==> config.mk <==
export PLATFORM = sky130hd
export DESIGN_NAME = integer_to_text_dec_hex
export DESIGN_NICKNAME = d
export VERILOG_FILES = /design/src/rtl/core/itdh_pkg.sv /design/src/rtl/core/itdh_front.sv /design/src/rtl/core/itdh_back.sv /design/src/rtl/core/integer_to_text_dec_hex.sv
export SDC_FILE = /design/constraint.sdc
export NUM_CORES = 1
export LEC_CHECK = 0
export ABC_AREA = 1
export BUFFER_PORTS_ARGS = -buffer_cell sky130_fd_sc_hd__buf_2
export CAP_MARGIN = 10
export CORE_UTILIZATION = 40
export DETAILED_ROUTE_END_ITERATION = 7
export GPL_TIMING_DRIVEN = 0
export HOLD_SLACK_MARGIN = 0.08
export PLACE_DENSITY = 0.54
export SLEW_MARGIN = 5
export SYNTH_ARGS = -nofsm -noshare
export SYNTH_HDL_FRONTEND = slang
export SYNTH_SLANG_ARGS = --single-unit
==> constraint.sdc <==
create_clock -name clock -period 8.8 [get_ports clock]
set_input_delay 1.76 -clock clock [delete_from_list [all_inputs] [get_ports clock]]
set_output_delay 1.76 -clock clock [all_outputs]
set_load 0.1 [all_outputs]
==> src/rtl/core/itdh_pkg.sv <==
// Shared types, constants and helper functions of the integer-to-text converter.
// Used by itdh_front, itdh_back and integer_to_text_dec_hex; no dependencies.
package itdh_pkg;

   localparam int VALUE_W     = 64;
   localparam int NUM_DIGITS  = 20;
   localparam int DIGITS_W    = 4 * NUM_DIGITS;
   localparam int BITS_PER_CY = 2;
   localparam int DABBLE_CY   = VALUE_W / BITS_PER_CY;
   localparam int CNT_W       = 5;

   localparam logic [7:0] CHAR_ZERO = 8'h30;
   localparam logic [7:0] CHAR_X    = 8'h78;
   localparam logic [7:0] CHAR_A    = 8'h41;

   typedef struct packed {
      logic [VALUE_W-1:0] value;
      logic               hex;
      logic               prefix;
   } job_type;

   typedef enum logic [2:0] {
      ST_IDLE,
      ST_DABBLE,
      ST_SKIP,
      ST_PREFIX0,
      ST_PREFIXX,
      ST_EMIT
   } state_type;

   // add 3 to every BCD digit of 5 or more, ahead of a left shift
   function automatic logic [DIGITS_W-1:0] bcd_adjust(input logic [DIGITS_W-1:0] d);
      logic [DIGITS_W-1:0] r;
      r = d;
      for (int i = 0; i < NUM_DIGITS; i++) begin
         if (d[4*i +: 4] >= 4'd5) begin
            r[4*i +: 4] = d[4*i +: 4] + 4'd3;
         end
      end
      return r;
   endfunction

   function automatic logic [7:0] glyph(input logic [3:0] d);
      logic [7:0] c;
      if (d < 4'd10) begin
         c = CHAR_ZERO + {4'd0, d};
      end else begin
         c = CHAR_A + {4'd0, d} - 8'd10;
      end
      return c;
   endfunction

endpackage

==> src/rtl/core/itdh_front.sv <==
// Front end: accepts input transactions, classifies radix and prefix,
// and queues them for the back end (two-entry queue). Depends on itdh_pkg.
module itdh_front (
   input  logic                            clock,
   input  logic                            reset,
   input  logic                            req_valid,
   output logic                            req_stall,
   input  logic [itdh_pkg::VALUE_W-1:0]    req_value,
   input  logic                            req_operation,
   input  logic                            req_show_prefix,
   output logic                            job_valid,
   output itdh_pkg::job_type               job,
   input  logic                            job_take
);

   itdh_pkg::job_type queue_ff [2];
   logic              wr_ptr_ff, wr_ptr_in;
   logic              rd_ptr_ff, rd_ptr_in;
   logic [1:0]        count_ff, count_in;
   logic              push, pop;
   itdh_pkg::job_type classified;

   assign req_stall = (count_ff == 2'd2);
   assign push      = req_valid && !req_stall;
   assign pop       = job_take && job_valid;
   assign job_valid = (count_ff != 2'd0);
   assign job       = queue_ff[rd_ptr_ff];

   // prefix only for a nonzero value in hex mode
   always_comb begin
      classified.value  = req_value;
      classified.hex    = req_operation;
      classified.prefix = req_operation && req_show_prefix && (req_value != '0);
   end

   always_comb begin
      wr_ptr_in = push ? !wr_ptr_ff : wr_ptr_ff;
      rd_ptr_in = pop ? !rd_ptr_ff : rd_ptr_ff;
      count_in  = count_ff + {1'b0, push} - {1'b0, pop};
   end

   always_ff @(posedge clock) begin
      if (reset) begin
         wr_ptr_ff <= 1'b0;
         rd_ptr_ff <= 1'b0;
         count_ff  <= 2'd0;
      end else begin
         wr_ptr_ff <= wr_ptr_in;
         rd_ptr_ff <= rd_ptr_in;
         count_ff  <= count_in;
      end
   end

   always_ff @(posedge clock) begin
      if (push) begin
         queue_ff[wr_ptr_ff] <= classified;
      end
   end

endmodule

==> src/rtl/core/itdh_back.sv <==
// Back end: binary-to-BCD by double dabble (two bits a cycle) or direct hex
// nibbles, leading-zero skip, prefix and character emission. Depends on itdh_pkg.
module itdh_back (
   input  logic              clock,
   input  logic              reset,
   input  logic              job_valid,
   input  itdh_pkg::job_type job,
   output logic              job_take,
   output logic              rsp_valid,
   input  logic              rsp_stall,
   output logic [7:0]        rsp_char_code,
   output logic              rsp_last
);

   localparam int DW = itdh_pkg::DIGITS_W;
   localparam int VW = itdh_pkg::VALUE_W;

   itdh_pkg::state_type state_ff, state_in;
   logic [DW-1:0]              digits_ff, digits_in;
   logic [VW-1:0]              bin_ff, bin_in;
   logic [itdh_pkg::CNT_W-1:0] cnt_ff, cnt_in;
   logic                       prefix_ff, prefix_in;
   logic                       rsp_valid_ff, rsp_valid_in;
   logic [7:0]                 char_ff, char_in;
   logic                       last_ff, last_in;

   logic          out_free;
   logic          top_zero;
   logic          more_left;
   logic [DW-1:0] adj0, adj1;
   logic [DW-1:0] dig1;
   logic [VW-1:0] bin1;

   assign out_free  = !rsp_valid_ff || !rsp_stall;
   assign top_zero  = (digits_ff[DW-1 -: 4] == 4'd0);
   assign more_left = (cnt_ff > itdh_pkg::CNT_W'(1));

   assign rsp_valid     = rsp_valid_ff;
   assign rsp_char_code = char_ff;
   assign rsp_last      = last_ff;

   // two dependent shift-add-3 steps
   always_comb begin
      adj0 = itdh_pkg::bcd_adjust(digits_ff);
      {dig1, bin1} = {adj0, bin_ff} << 1;
      adj1 = itdh_pkg::bcd_adjust(dig1);
   end

   always_comb begin
      state_in = state_ff;
      case (state_ff)
         itdh_pkg::ST_IDLE: begin
            if (job_valid) begin
               state_in = job.hex ? itdh_pkg::ST_SKIP : itdh_pkg::ST_DABBLE;
            end
         end
         itdh_pkg::ST_DABBLE: begin
            if (cnt_ff == itdh_pkg::CNT_W'(itdh_pkg::DABBLE_CY - 1)) begin
               state_in = itdh_pkg::ST_SKIP;
            end
         end
         itdh_pkg::ST_SKIP: begin
            if (!(top_zero && more_left)) begin
               state_in = prefix_ff ? itdh_pkg::ST_PREFIX0 : itdh_pkg::ST_EMIT;
            end
         end
         itdh_pkg::ST_PREFIX0: begin
            if (out_free) begin
               state_in = itdh_pkg::ST_PREFIXX;
            end
         end
         itdh_pkg::ST_PREFIXX: begin
            if (out_free) begin
               state_in = itdh_pkg::ST_EMIT;
            end
         end
         itdh_pkg::ST_EMIT: begin
            if (out_free && !more_left) begin
               state_in = itdh_pkg::ST_IDLE;
            end
         end
         default: state_in = itdh_pkg::ST_IDLE;
      endcase
   end

   always_comb begin
      job_take     = 1'b0;
      digits_in    = digits_ff;
      bin_in       = bin_ff;
      cnt_in       = cnt_ff;
      prefix_in    = prefix_ff;
      char_in      = char_ff;
      last_in      = last_ff;
      rsp_valid_in = rsp_valid_ff && rsp_stall;
      case (state_ff)
         itdh_pkg::ST_IDLE: begin
            if (job_valid) begin
               job_take  = 1'b1;
               prefix_in = job.prefix;
               bin_in    = job.value;
               if (job.hex) begin
                  digits_in = {(DW - VW)'(0), job.value};
                  cnt_in    = itdh_pkg::CNT_W'(itdh_pkg::NUM_DIGITS);
               end else begin
                  digits_in = '0;
                  cnt_in    = '0;
               end
            end
         end
         itdh_pkg::ST_DABBLE: begin
            {digits_in, bin_in} = {adj1, bin1} << 1;
            if (cnt_ff == itdh_pkg::CNT_W'(itdh_pkg::DABBLE_CY - 1)) begin
               cnt_in = itdh_pkg::CNT_W'(itdh_pkg::NUM_DIGITS);
            end else begin
               cnt_in = cnt_ff + itdh_pkg::CNT_W'(1);
            end
         end
         itdh_pkg::ST_SKIP: begin
            // drop leading zeros, keep at least one digit
            if (top_zero && more_left) begin
               digits_in = digits_ff << 4;
               cnt_in    = cnt_ff - itdh_pkg::CNT_W'(1);
            end
         end
         itdh_pkg::ST_PREFIX0: begin
            if (out_free) begin
               rsp_valid_in = 1'b1;
               char_in      = itdh_pkg::CHAR_ZERO;
               last_in      = 1'b0;
            end
         end
         itdh_pkg::ST_PREFIXX: begin
            if (out_free) begin
               rsp_valid_in = 1'b1;
               char_in      = itdh_pkg::CHAR_X;
               last_in      = 1'b0;
            end
         end
         itdh_pkg::ST_EMIT: begin
            if (out_free) begin
               rsp_valid_in = 1'b1;
               char_in      = itdh_pkg::glyph(digits_ff[DW-1 -: 4]);
               last_in      = !more_left;
               digits_in    = digits_ff << 4;
               cnt_in       = cnt_ff - itdh_pkg::CNT_W'(1);
            end
         end
         default: begin
         end
      endcase
   end

   always_ff @(posedge clock) begin
      if (reset) begin
         state_ff     <= itdh_pkg::ST_IDLE;
         rsp_valid_ff <= 1'b0;
      end else begin
         state_ff     <= state_in;
         rsp_valid_ff <= rsp_valid_in;
      end
   end

   always_ff @(posedge clock) begin
      digits_ff <= digits_in;
      bin_ff    <= bin_in;
      cnt_ff    <= cnt_in;
      prefix_ff <= prefix_in;
      char_ff   <= char_in;
      last_ff   <= last_in;
   end

endmodule

==> src/rtl/core/integer_to_text_dec_hex.sv <==
// Top level of the integer-to-text converter (decimal or upper-case hex).
// Instantiates itdh_front and itdh_back; depends on itdh_pkg.
//
// Usage:
//   req channel: req_value (64-bit unsigned), req_operation (0 decimal,
//   1 hex), req_show_prefix (prepend "0x" for a nonzero hex value). A
//   transaction is taken when req_valid is high and req_stall is low.
//   rsp channel: one ASCII character per transaction on rsp_char_code,
//   most significant first, no leading zeros; rsp_last marks the final one.
//   Zero always gives the single character '0'.
// Timing: a two-entry queue buffers requests ahead of the converter.
//   Decimal: double dabble (two bits per cycle), then the leading-zero skip,
//   then one character at a time. Hex: the same skip and emission, with the
//   "0x" prefix emitted first when it is asked for. The converter takes the
//   next value from the queue only after the last character of the current one.
// Reset clears the queue, the sequencer and the output valid flag.
// rsp_stall holds the current character and pauses character emission; the
// queue keeps accepting until it is full, then req_stall rises.
module integer_to_text_dec_hex (
   input  logic        clock,
   input  logic        reset,
   input  logic        req_valid,
   output logic        req_stall,
   input  logic [63:0] req_value,
   input  logic        req_operation,
   input  logic        req_show_prefix,
   output logic        rsp_valid,
   input  logic        rsp_stall,
   output logic [7:0]  rsp_char_code,
   output logic        rsp_last
);

   logic              job_valid;
   logic              job_take;
   itdh_pkg::job_type job;

   itdh_front u_front (
      .clock           (clock),
      .reset           (reset),
      .req_valid       (req_valid),
      .req_stall       (req_stall),
      .req_value       (req_value),
      .req_operation   (req_operation),
      .req_show_prefix (req_show_prefix),
      .job_valid       (job_valid),
      .job             (job),
      .job_take        (job_take)
   );

   itdh_back u_back (
      .clock         (clock),
      .reset         (reset),
      .job_valid     (job_valid),
      .job           (job),
      .job_take      (job_take),
      .rsp_valid     (rsp_valid),
      .rsp_stall     (rsp_stall),
      .rsp_char_code (rsp_char_code),
      .rsp_last      (rsp_last)
   );

endmodule

======== Yosys cells after proc, flatten, opt, wreduce, memory -nomap -nowiden ========
Memory sizes are Yosys's and may differ from the RTL's. A register that Yosys moved wholly into a read port is not among the register bits.
Index checks and enable logic that the tools add are counted.
operators by class
  equality and inequality tests ........... 16
  muxes and demuxes ....................... 78
  order comparisons ....................... 42
  reduce and logical (&&, ||, !) cells .... 30
  add/subtract/negate cells ............... 47
operators with widths
  operator             number
  $pmux 80 s4          1
  $mux 80              3
  $ge 4x3->1 const B   40
  $add 4x2->4 const B  38
  $mux 4               38
  $mux 64              2
  $pmux 64 s2          1
  $reduce_bool 64->1   1
  $mux 8               4
  $mux 3               9
  $mux 5               5
  $pmux 8 s3           1
  $pmux 5 s4           1
  $pmux 3 s6           1
  $ne 2x1->1 const B   7
  $mux 1               10
  $add 7x4->8 const A  1
  $reduce_and 4->1     2
  $sub 8x4->8 const B  1
  $add 6x4->7 const A  1
  $logic_and 1x1->1    7
  $add 3x2->3 const B  2
  $eq 3x2->1 const B   2
  $eq 3x3->1 const B   2
  other kinds (24)     33
word-level totals
  flip-flop bits (word level) ............. 167
  output and inout port bits .............. 11
  memories kept ........................... 1
  input port bits ......................... 70
  RAM bits ................................ 132
memory list
  name              depth  width  rd ports  clocked after Yosys merged registers in  wr ports  line              source
  u_front.queue_ff  2      66     1         1                                        1         itdh_front.sv:16  itdh_pkg::job_type queue_ff [2];

======== Depth between registers and ports, before layout ========
Gate-level depths: netlist of run 1.
  depth in word-level cells ............... 6
  mapped depth ............................ 15

======== By module ========
From an unflattened synthesis of run 1, not the netlist that was laid out.
second synthesis, totals
  cells, all modules ...................... 1836
  area total of the unflattened synthesis .. 16839.9 um2
by module, submodules not included
  module      cells each  area each (um2)  instances
  itdh_back   1538        11437.2          1
  itdh_front  298         5402.7           1

======== Worst setup path before layout of run 1 ========
OpenSTA, ideal clock, no wires.
  path type ............................... input -> register
  start point ............................. in rsp_stall
  end point ............................... reg u_back.cnt_ff[0] (netlist bit), enable pin
  path buffers ............................ 0
  library setup time ...................... 633 ps
  arrival ................................. 7760 ps
  stages on the path ...................... 3
  slack ................................... 407 ps
  data required time ...................... 8167 ps
  cells stage by stage .................... nand2_1 o21ai_0 nor3_1
between the ends
  word-level cells in the longest chain between the ends .. 4
ends and longest elaborated chain
  what                               line                           source
  start: declaration                 integer_to_text_dec_hex.sv:28  input logic rsp_stall,
  $logic_not 1->1                    itdh_back.sv:34                assign out_free = !rsp_valid_ff || !rsp_stall;
  $logic_or 1x1->1                   itdh_back.sv:34
  $ne 2x1->1 (no source line)        --
  $reduce_and 4->1 (no source line)  --
  end signal: assignment             itdh_back.sv:166               cnt_ff <= cnt_in;
  end: declaration                   itdh_back.sv:21                logic [itdh_pkg::CNT_W-1:0] cnt_ff, cnt_in;
Every way passes these cells.
A chain may end at the register's enable or synchronous reset.

======== Worst setup path in the final report of run 1 ========
  start point ............................. reg u_front.count_ff[1]
  end point ............................... out req_stall
between the ends
  word-level cells in the longest chain between the ends .. 1
ends and longest elaborated chain
  what                      line                           source
  start: declaration        itdh_front.sv:19               logic [1:0] count_ff, count_in;
  start signal: assignment  itdh_front.sv:50               count_ff <= count_in;
  $eq 2x2->1                itdh_front.sv:23               assign req_stall = (count_ff == 2'd2);
  end: declaration          integer_to_text_dec_hex.sv:23  output logic req_stall,
Every way passes these cells.

==> results.json, run 1 <==
{
  "synth_area_um2": 16200,
  "numCtsBuffers": 35,
  "grt_setup_unrepaired": "no",
  "synth-simple-area-share_pct": 22.8,
  "pwr-share-comb_pct": 51.2,
  "clockBufferDepth": 3,
  "cts_resized": 0,
  "switching_power_w": 0.00387,
  "p_leak_nw": 7.93,
  "drt-vias-per-instance": 5.30,
  "clk_pin_slew_ps": 60,
  "ys.warnings.count": 0,
  "yosys_most_used_dff": "edfxtp_1",
  "power_frac_clock_pct": 16.9,
  "relSlewSlack_pct": 37.8,
  "n_antenna_cell": 0,
  "cts_setup_buffers": 0,
  "grt_pass1_wl_um": 69500,
  "grt_max_degree": 36,
  "holdCritPathClass": "reg2reg",
  "die_y_um": 203,
  "synthAdderAreaFrac_pct": 5.03,
  "fin_skew_ps": 18.4,
  "postSynthCellCount": 1811,
  "synth_seq_area_share_pct": 54.9,
  "antenna_left": 0,
  "grt_antenna_before_repair": 0,
  "finalHoldViolCount": 0,
  "max_freq_mhz": 310,
  "synth-compound-area-share_pct": 10.3,
  "cp.arrival_ps": 1460,
  "dp_cells": 2429,
  "synth.avg_cell_area_um2": 8.93,
  "cts_root_buf": "clkbuf_16",
  "crit_path_start_kind": "flip-flop",
  "min_to": "u_front.rd_ptr_ff$_SDFFE_PP0P_",
  "worst_pin_slew_ps": 933,
  "synth_top_family_by_area": "simple AND/OR/NAND/NOR gates",
  "ctsHoldBuffers": 0,
  "syn-num-nets": 1946,
  "drive_above_1_share_pct": 8.91,
  "p_sw_share_pct": 46.3,
  "syn2layout_area_growth_pct": 14.6,
  "drt-initial-drc-count": 1143,
  "yosys-top-cells-area": "edfxtp_1 (54%), nand2_1 (13%), ha_1 (5.0%), inv_1 (4.6%), nand3_1 (4.2%)",
  "worstHoldPathCells": 1,
  "worstPathMaxFanout": 4,
  "drv_cap": 0,
  "reg2reg_from": "u_back.state_ff[1]$_SDFFE_PP0P_",
  "clkSinkCount": 299,
  "grt_pass1_vias": 12100,
  "synthXorXnorAreaFrac_pct": 0.704,
  "power_w": 0.00835,
  "wl_per_cell_um": 18.4,
  "fin_tns_setup_ps": 0,
  "htreeDepth": 2,
  "ys_types": 38,
  "rows": 73,
  "fin_crit_ps": 3220,
  "synth_seq_cells": 299,
  "muxShareOfSynthArea_pct": 0.124,
  "vias": 13200,
  "synth-edff-count": 290,
  "core_um2": 39800,
  "rr_endpoint": "u_back.bin_ff[31]$_DFFE_PP_",
  "first_pass_iters": 5,
  "cts_tree": "done",
  "synth_top_area_share_pct": 53.8,
  "finalWorstSetupSlack_ps": 5580,
  "dieArea_um2": 41300,
  "power.internal_w": 0.00448,
  "io_pins": 81,
  "hpwl_um": 33400,
  "dieWidth_um": 203,
  "peakVddDrop_uv": 191,
  "p_seq_share_pct": 31.9,
  "rrSetupSlack_ps": 5950,
  "fin_nets": 2076,
  "r2r_cells": 8,
  "ff_latch_area_um2": 8890,
  "cp.required_ps": 7040,
  "port_buffers": 79,
  "power_density_nw_per_um2": 450,
  "multiInputGateArea_um2": 6330,
  "hold_start": "u_front.rd_ptr_ff$_SDFFE_PP0P_",
  "start_util_pct": 40.6,
  "setup_viol": 0,
  "drv_slew": 0,
  "drt_wl_total_um": 45800,
  "grt.overflow.total": 0,
  "crit_path_end_kind": "output port",
  "place_congestion": 0.833,
  "async_flop_share_pct": 0,
  "fillers": 3900,
  "clock_latency_ps": 530,
  "yosys.area.top_type": "edfxtp_1",
  "criticalPathCategory": "reg2out",
  "post-route-drc-count": 0,
  "finalCritPeriodShare_pct": 36.6,
  "fin_cells": 2490,
  "status": "finished, final reports clean",
  "place_ws_ps": 5090,
  "track_usage_pct": 22.2
}
==> cell usage after synthesis, types with 4 or more instances <==
cell type and instances:
buf_1 9, dfxtp_1 9, xnor2_1 6, o21ai_0 73, edfxtp_1 290, clkbuf_1 28, o211ai_1 18, buf_4 4
nand2_1 545, xor2_1 7, a31oi_1 65, inv_2 7, nor2_1 119, ha_1 65, o21ai_1 17, nand4_1 51
a21oi_1 97, nor4_1 14, a22oi_1 16, inv_1 198, nand3_1 136, o21bai_1 4, buf_2 9
==> stage by stage <==
step                utilization [%]  cell area (um^2)  hold slack [ps]
global route                   46.6             18500              476
floorplan                         -             16200              422
detailed placement             43.9             17500              442
global placement               43.3             17200              434
CTS                            46.6             18500              454
finish                         46.6             18500              450
==> routing by layer <==
layer  GRT usage [%]  wire length [um]  up-vias
li1                -                 -     6532
met1            31.5             21200     6230
met2            35.7             20900      377
met3            2.92              2740       65
met4            5.50               962        0
met5               0                 0        -
==> worst max-delay path by stage <==
stage,from,end
detailed placement,rsp_stall,u_back.digits_ff[24]$_DFFE_PP_
global route,u_front.count_ff[1]$_SDFF_PP0_,req_stall
CTS,u_front.count_ff[1]$_SDFF_PP0_,req_stall
global placement,rsp_stall,u_back.digits_ff[30]$_DFFE_PP_
floorplan,rsp_stall,u_back.cnt_ff[0]$_SDFFCE_PP0P_
finish,u_front.count_ff[1]$_SDFF_PP0_,req_stall
==> cell usage in the layout, fill, tap and decap left out, types with 2 or more instances in the layout <==
master / synthesis / final
a21oi_1: 97 / 97
a22oi_1: 16 / 16
a31oi_1: 65 / 65
buf_1: 9 / 9
buf_12: 0 / 3
buf_16: 0 / 2
buf_2: 9 / 88
buf_4: 4 / 7
buf_6: 0 / 5
bufinv_16: 0 / 3
clkbuf_1: 28 / 36
clkbuf_16: 0 / 35
clkinv_1: 1 / 6
clkinv_2: 0 / 6
dfxtp_1: 9 / 9
edfxtp_1: 290 / 290
ha_1: 65 / 65
inv_1: 198 / 198
inv_2: 7 / 7
inv_6: 0 / 3
mux2i_1: 2 / 2
nand2_1: 545 / 544
nand2_2: 3 / 3
nand2_4: 1 / 2
nand3_1: 136 / 136
nand3b_1: 2 / 2
nand4_1: 51 / 51
nor2_1: 119 / 117
nor2_4: 2 / 4
nor4_1: 14 / 14
o211ai_1: 18 / 18
o21ai_0: 73 / 73
o21ai_1: 17 / 17
o21bai_1: 4 / 4
o22ai_1: 2 / 2
or2_2: 3 / 3
xnor2_1: 6 / 6
xor2_1: 7 / 7
==> kinds of logic after synthesis <==
family | after synthesis
compound gates | 295
xor+xnor | 13
fa+ha+maj | 65
buf+inv | 256
flops | 299
mux | 2
other cells | 1
simple gates | 880
==> power by group through the flow <==
stage | combinational, W | clock, W | sequential, W
after floorplan | 0.00298 | 0 | 0.00272
after global placement | 0.00397 | 0 | 0.00275
after detailed placement | 0.00425 | 0 | 0.00269
after CTS | 0.00426 | 0.00144 | 0.00266
after global routing | 0.00485 | 0.00149 | 0.00272
final | 0.00427 | 0.00141 | 0.00267
==> registers in the layout, summed over array words and instances, names as in the netlist, named ones only <==
| register | cells |
|---|---|
| u_front.queue_ff | 132 |
| u_back.digits_ff | 80 |
| u_back.bin_ff | 64 |
| u_back.rsp_char_code | 7 |
| u_back.cnt_ff | 5 |
| u_back.state_ff | 3 |
| u_front.count_ff | 2 |
| u_back.prefix_ff | 1 |
| u_back.rsp_last | 1 |
| u_back.rsp_valid | 1 |
| u_front.rd_ptr_ff | 1 |
| u_front.wr_ptr_ff | 1 |
==> worst max-delay path, cell delays in order (launching register included) <==
cell and delay, ps:
dfxtp_1 350, inv_1 80, nor2_1 80, buf_2 420
==> final cells by class <==
| class | instances | share of cell area (%) |
|---|---|---|
| well taps | 525 | 3.54 |
| flip-flops and latches | 299 | 47.9 |
| inverters | 206 | 4.17 |
| plain buffers | 50 | 1.15 |
| clock buffers | 43 | 4.88 |
| clock inverters | 18 | 0.938 |
| repair buffers | 93 | 3.26 |
| multi-input cells | 1256 | 34.1 |
Power figures use the tool's default switching activity.
==> run 2, diff against run 1 <==
--- a/config.mk
+++ b/config.mk
@@ -5,14 +5,14 @@
 export SDC_FILE = /design/constraint.sdc
 export NUM_CORES = 1
 export LEC_CHECK = 0
-export ABC_AREA = 1
+export ABC_AREA = 0
 export BUFFER_PORTS_ARGS = -buffer_cell sky130_fd_sc_hd__buf_2
 export CAP_MARGIN = 10
 export CORE_UTILIZATION = 40
 export DETAILED_ROUTE_END_ITERATION = 7
 export GPL_TIMING_DRIVEN = 0
 export HOLD_SLACK_MARGIN = 0.08
-export PLACE_DENSITY = 0.54
+export PLACE_DENSITY = 0.52
 export SLEW_MARGIN = 5
 export SYNTH_ARGS = -nofsm -noshare
 export SYNTH_HDL_FRONTEND = slang
==> constraint.sdc (replaced) <==
create_clock -name clock -period 3.1 [get_ports clock]
set_input_delay 0.62 -clock clock [delete_from_list [all_inputs] [get_ports clock]]
set_output_delay 0.62 -clock clock [all_outputs]
set_load 0.1 [all_outputs]
==> run 2 against run 1 <==
Compared with the run above:
- clock power rose to 2.9 times the previous value
- flip-flop and latch count unchanged
- register-to-register slack worse by 5500 ps
- clock skew up 5.7 ps
- clock-buffer cell count up 8
- via count down 12%
- worst setup slack worse by 5100 ps
- largest power group unchanged
==> results.json, run 2 <==
{
  "peakVddDrop_uv": 479,
  "synth_area_um2": 16100,
  "ys_types": 65,
  "n_antenna_cell": 0,
  "rrSetupSlack_ps": 460,
  "cts_root_buf": "clkbuf_16",
  "crit_path_start_kind": "flip-flop",
  "reg2reg_from": "u_back.digits_ff[52]$_DFFE_PP_",
  "ctsHoldBuffers": 0,
  "fin_tns_setup_ps": 0,
  "clkSinkCount": 299,
  "cp.buffers_inverters": 1,
  "ys.warnings.count": 0,
  "fin_skew_ps": 24.1,
  "p_leak_nw": 6.84,
  "place_area_um2": 17300,
  "fin_area_um2": 18400,
  "yosys-top-cells-area": "edfxtp_1 (54%), mux2i_1 (6.3%), ha_1 (5.1%), a21oi_1 (4.5%), nor2_1 (3.2%)",
  "track_usage_pct": 21.1,
  "rr_endpoint": "u_back.digits_ff[54]$_DFFE_PP_",
  "drt-initial-drc-count": 709,
  "drv_slew": 0,
  "relSlewSlack_pct": 29.5,
  "crit_path_start": "u_back.digits_ff[52]$_DFFE_PP_",
  "synth.most_common_cell": "edfxtp_1",
  "ff_latch_area_um2": 8890,
  "status": "finished, final reports clean",
  "postSynthCellCount": 1436,
  "drive_above_1_share_pct": 13.6,
  "largest_register_ffs": 132,
  "core_um2": 39600,
  "largest-register": "u_front.queue_ff",
  "finalWorstSetupSlack_ps": 460,
  "clk_pin_slew_ps": 60,
  "cts_setup_buffers": 0,
  "critPathMostFrequentCell": "ha_1",
  "power_density_nw_per_um2": 1240,
  "reg_top3": "u_front.queue_ff (132), u_back.digits_ff (80), u_back.bin_ff (64)",
  "io_pins": 81,
  "dp_cells": 2046,
  "port_buffers": 78,
  "yosys.area.top_type": "edfxtp_1",
  "layout_commonest_cell": "edfxtp_1",
  "cp.required_ps": 3390,
  "max_freq_mhz": 379,
  "holdCritPathClass": "in2reg",
  "grt_pass1_wl_um": 65200,
  "synth_common_cells": "edfxtp_1 (290), a21oi_1 (143), nor2_1 (136), nand2_1 (129), mux2i_1 (101)",
  "crit_path_end_kind": "flip-flop",
  "synth_seq_cells": 299,
  "rows": 73,
  "drv_cap": 0,
  "multiInputGateArea_um2": 6660,
  "clockBufferDepth": 3,
  "cts_tree": "done",
  "finalHoldViolCount": 0,
  "fillers": 3742,
  "grt.overflow.total": 0,
  "cp_slowest_cell": "edfxtp_1",
  "die_y_um": 202,
  "async_flop_share_pct": 0,
  "slowest_delay_ps": 500,
  "vias": 11600,
  "finalCritPeriodShare_pct": 85.2,
  "first_pass_iters": 5,
  "yosys_most_used_dff": "edfxtp_1",
  "worstSetupEndpoint": "u_back.digits_ff[54]$_DFFE_PP_",
  "cts_resized": 0,
  "hpwl_um": 31000,
  "synth_seq_area_share_pct": 55.3,
  "path_delay_family": "compound AO/OA/AOI/OAI gates",
  "setup_viol": 0,
  "fin_crit_ps": 2640,
  "syn-num-nets": 1571,
  "power_frac_clock_pct": 18.0,
  "grt_max_degree": 65,
  "switching_power_w": 0.00958,
  "drt-vias-per-instance": 5.49,
  "start_util_pct": 40.5,
  "antenna_left": 0,
  "grt_antenna_before_repair": 0,
  "worstPathMaxFanout": 7,
  "cp.arrival_ps": 2930,
  "r2r_cells": 9,
  "p_sw_share_pct": 41.9,
  "numCtsBuffers": 35,
  "drt_wl_total_um": 42900,
  "p_seq_share_pct": 33.2,
  "power.internal_w": 0.0133,
  "dieWidth_um": 202,
  "place_ws_ps": 325,
  "final_cell_mix": "edfxtp_1 (290), a21oi_1 (143), nor2_1 (135), nand2_1 (129), buf_2 (103)",
  "clock_latency_ps": 550,
  "post-route-drc-count": 0,
  "synth.avg_cell_area_um2": 11.2,
  "dieArea_um2": 41000,
  "fin_nets": 1693,
  "synth-edff-count": 290,
  "cp_cell_sequence": "inv_1 > ha_1 > nor2b_1 > o21ai_0 > or2_2 > ha_1 > nand2b_1 > o221a_2 > a211o_1",
  "worst_pin_slew_ps": 1060,
  "grt_setup_unrepaired": "no",
  "criticalPathCategory": "reg2reg",
  "place_congestion": 0.857,
  "syn2layout_area_growth_pct": 14.8,
  "worst-path-stages": 9,
  "grt_pass1_vias": 11000,
  "fin_cells": 2107,
  "wl_per_cell_um": 20.4,
  "htreeDepth": 2,
  "synth_top_area_share_pct": 54.2,
  "pwr-share-comb_pct": 48.8
}
==> run 2: cell count changes in the layout (fill, tap and decap cells not counted), sizes merged, moves of 41 or more <==
cell / change
a31oi: -62
inv: -143
mux2i: +99
nand3: -124
nand2: -419
a21oi: +48
nand4: -45
nand2b: +41
==> run 2: logic make-up after synthesis <==
| kind of cell | share of synthesized area [%] |
|---|---|
| and+or+nand+nor | 13.4 |
| AOI/OAI and AO/OA | 13.8 |
| DFF | 55.3 |
| buffers and inverters | 3.39 |
| muxes | 6.92 |
| adders and majority gates | 5.06 |
| xor gates and xnor gates | 2.02 |
| other | 0.0233 |
==> run 2: worst min path at each step <==
stage / cells after the start / slack [ps] / end / from
after floorplan: 2 / 480 / flip-flop / u_front.rd_ptr_ff$_SDFFE_PP0P_
after global placement: 2 / 490 / u_back.rsp_valid$_SDFF_PP0_ / u_back.rsp_valid$_SDFF_PP0_
after detailed placement: 2 / 500 / u_back.rsp_valid$_SDFF_PP0_ / u_back.rsp_valid$_SDFF_PP0_
after CTS: 1 / 250 / u_front.queue_ff[0][59]$_DFFE_PP_ / req_value[57]
after global routing: 1 / 260 / u_front.queue_ff[1][42]$_DFFE_PP_ / req_value[40]
final: 1 / 280 / u_front.queue_ff[0][59]$_DFFE_PP_ / req_value[57]
==> run 2: area by class of cell <==
cell class / count / area share [%]
plain buffers: 61 / 1.65
clock buffers: 51 / 5.35
clock inverters: 10 / 0.740
inverters: 64 / 1.30
multi-input cells: 1012 / 36.1
flip-flops and latches: 299 / 48.2
well taps: 525 / 3.56
repair buffers: 85 / 3.04
==> run 2: metal layers <==
metal / up-vias / GRT usage, % / wire length, um
li1: 5609 / - / -
met1: 5650 / 30.2 / 20700
met2: 249 / 32.6 / 19100
met3: 61 / 3.58 / 2050
met4: 0 / 6.63 / 1040
met5: - / 0 / 0
==> run 2: power groups by stage <==
stage / combinational [W] / sequential [W] / clock (W)
detailed placement: 0.0111 / 0.00767 / 0
floorplan: 0.00802 / 0.00759 / 0
finish: 0.0112 / 0.00761 / 0.00412
global placement: 0.0106 / 0.00776 / 0
CTS: 0.0112 / 0.00760 / 0.00421
global route: 0.0124 / 0.00779 / 0.00436
==> run 2: worst register-to-register path, delay by kind of cell (launching register included) <==
| family | cells | cell delay (ps) |
|---|---|---|
| AO/OA/AOI/OAI | 3 | 710 |
| AND/OR/NAND/NOR | 3 | 680 |
| buffers and inverters | 1 | 100 |
| adder cells (fa/ha/maj) | 2 | 400 |
| flip-flops | 1 | 500 |
==> run 2: through the flow <==
step | hold WS [ps] | total power, W | util, %
floorplan | 481 | 0.0156 | -
global placement | 489 | 0.0184 | 43.2
global route | 257 | 0.0245 | 46.5
detailed placement | 496 | 0.0188 | 43.7
finish | 282 | 0.0229 | 46.5
CTS | 254 | 0.0230 | 46.5
==> run 3, diff against run 2 <==
--- a/config.mk
+++ b/config.mk
@@ -13,6 +13,7 @@
 export GPL_TIMING_DRIVEN = 0
 export HOLD_SLACK_MARGIN = 0.08
 export PLACE_DENSITY = 0.52
+export REMOVE_ABC_BUFFERS = 1
 export SLEW_MARGIN = 5
 export SYNTH_ARGS = -nofsm -noshare
 export SYNTH_HDL_FRONTEND = slang
==> run 3 against run 2 <==
Compared with the run above:
- the flow now finishes with violations (design-rule violations)
- via count is 5.4% lower
- clock-buffer cell count is 10 lower
- first-iteration DRC count decreased by 23%
- critical path depth is 5 lower
- highest routed layer unchanged
==> results.json, run 3 (synthesized netlist as in run 2, its figures left out) <==
{
  "status": "complete, but fails checks",
  "violations": "design-rule violations",
  "first_pass_iters": 8,
  "grt_pass1_vias": 10900,
  "rows": 73,
  "fin_cells": 2050,
  "syn2layout_area_growth_pct": 13.5,
  "criticalPathCategory": "reg2reg",
  "rrSetupSlack_ps": 320,
  "vias": 10900,
  "largest_register_ffs": 132,
  "power_w": 0.0222,
  "place_ws_ps": 187,
  "finalCritPeriodShare_pct": 89.6,
  "io_pins": 81,
  "clkSinkCount": 299,
  "r2r_cells": 4,
  "holdCritPathClass": "in2reg",
  "cp.arrival_ps": 3060,
  "crit_path_start_kind": "flip-flop",
  "dieArea_um2": 41000,
  "layout_commonest_cell": "edfxtp_1",
  "dp_cells": 1990,
  "min_to": "u_front.queue_ff[1][30]$_DFFE_PP_",
  "drt-initial-drc-count": 546,
  "cts_resized": 0,
  "finalHoldViolCount": 0,
  "start_util_pct": 40.5,
  "rr_endpoint": "u_back.digits_ff[22]$_DFFE_PP_",
  "port_buffers": 79,
  "crit_path_end_kind": "flip-flop",
  "htreeDepth": 2,
  "grt-busiest-layer": "met2",
  "hpwl_um": 24600,
  "drt_wl_total_um": 36900,
  "cts_root_buf": "clkbuf_16",
  "use_met2_pct": 29.1,
  "grt_pass1_wl_um": 59200,
  "peakVddDrop_uv": 560,
  "die_y_um": 202,
  "track_usage_pct": 18.4,
  "ctsHoldBuffers": 0,
  "cts_tree": "done",
  "grt_max_degree": 79,
  "fillers": 3752,
  "fin_nets": 1637,
  "numCtsBuffers": 35,
  "worstPathMaxFanout": 66,
  "setup_viol": 0,
  "relSlewSlack_pct": 27.3,
  "place_congestion": 0.794,
  "grt_setup_unrepaired": "no",
  "drv_cap": 0,
  "power_density_nw_per_um2": 1220,
  "cp.required_ps": 3380,
  "n_antenna_cell": 0,
  "final_cell_mix": "edfxtp_1 (290), a21oi_1 (142), nor2_1 (135), nand2_1 (128), mux2i_1 (101)",
  "grt_antenna_before_repair": 0,
  "grt.overflow.total": 0,
  "drt-vias-per-instance": 5.34,
  "met1_usage_pct": 25.4,
  "reg_top3": "u_front.queue_ff (132), u_back.digits_ff (80), u_back.bin_ff (64)",
  "drv_slew": 0,
  "worst_pin_slew_ps": 1080,
  "clockBufferDepth": 3,
  "post-route-drc-count": 2,
  "hold_start": "req_value[28]",
  "grt_use_met3_pct": 3.51,
  "finalWorstSetupSlack_ps": 321,
  "core_um2": 39600,
  "clk_pin_slew_ps": 60,
  "p_leak_nw": 6.70,
  "max_freq_mhz": 360,
  "dieWidth_um": 202,
  "fin_crit_ps": 2780,
  "antenna_left": 0,
  "drive_above_1_share_pct": 12.8,
  "clock_latency_ps": 550,
  "worstHoldPathCells": 1,
  "cts_setup_buffers": 0,
  "wl_per_cell_um": 18.0,
  "fin_skew_ps": 21.4,
  "largest-register": "u_front.queue_ff"
}
run 3: worst max-delay path by stage:
stage | startpoint | endpoint | slack [ps] | cells after the start
finish | flip-flop | u_back.digits_ff[22]$_DFFE_PP_ | 320 | 4
global route | flip-flop | u_back.digits_ff[22]$_DFFE_PP_ | 150 | 4
CTS | flip-flop | u_back.digits_ff[22]$_DFFE_PP_ | 320 | 4
detailed placement | req_value[48] | u_front.queue_ff[1][0]$_DFFE_PP_ | 190 | 6
global placement | u_back.state_ff[2]$_SDFFE_PP0P_ | u_back.bin_ff[17]$_DFFE_PP_ | -8320 | 3
floorplan | u_back.state_ff[2]$_SDFFE_PP0P_ | u_back.bin_ff[0]$_SDFFCE_PP0P_ | -3830 | 3
run 3: critical path: stages (launching register included):
cell	delay, ps
dfxtp_4	690
mux2i_1	420
or3_4	750
o21ai_0	290
a211o_1	340
run 3: power by group:
part | internal [W] | switching [W]
combinational | 0.00406 | 0.00628
sequential | 0.00665 | 0.00113
clock | 0.00241 | 0.00168
run 3: layer usage:
| metal | wire, um | vias up | share of wire, % |
|---|---|---|---|
| met2 | 16400 | 160 | 44 |
| li1 | - | 5491 | - |
| met3 | 1370 | 60 | 3.7 |
| met5 | 0 | - | 0 |
| met1 | 18200 | 5230 | 49 |
| met4 | 983 | 0 | 2.7 |
run 3: layout make-up:
class	count	area (um^2)	share of cell area, %
repair buffers	90	638	3.50
multi-input cells	1012	6690	36.7
clock inverters	19	218	1.19
flip-flops and latches	299	8890	48.8
clock buffers	41	898	4.93
inverters	64	240	1.32
well taps	525	657	3.60
run 3: per-stage QoR:
step | cell area, um^2 | setup TNS [ps] | util (%) | hold WS (ps)
2_1_floorplan | 15800 | -690940 | - | 481
5_1_grt | 18200 | 0 | 46.0 | 254
3_3_place_gp | 16800 | -1749980 | 42.4 | 498
6_report | 18200 | 0 | 46.0 | 273
4_1_cts | 18200 | 0 | 46.0 | 246
3_5_place_dp | 17100 | 0 | 43.2 | 500
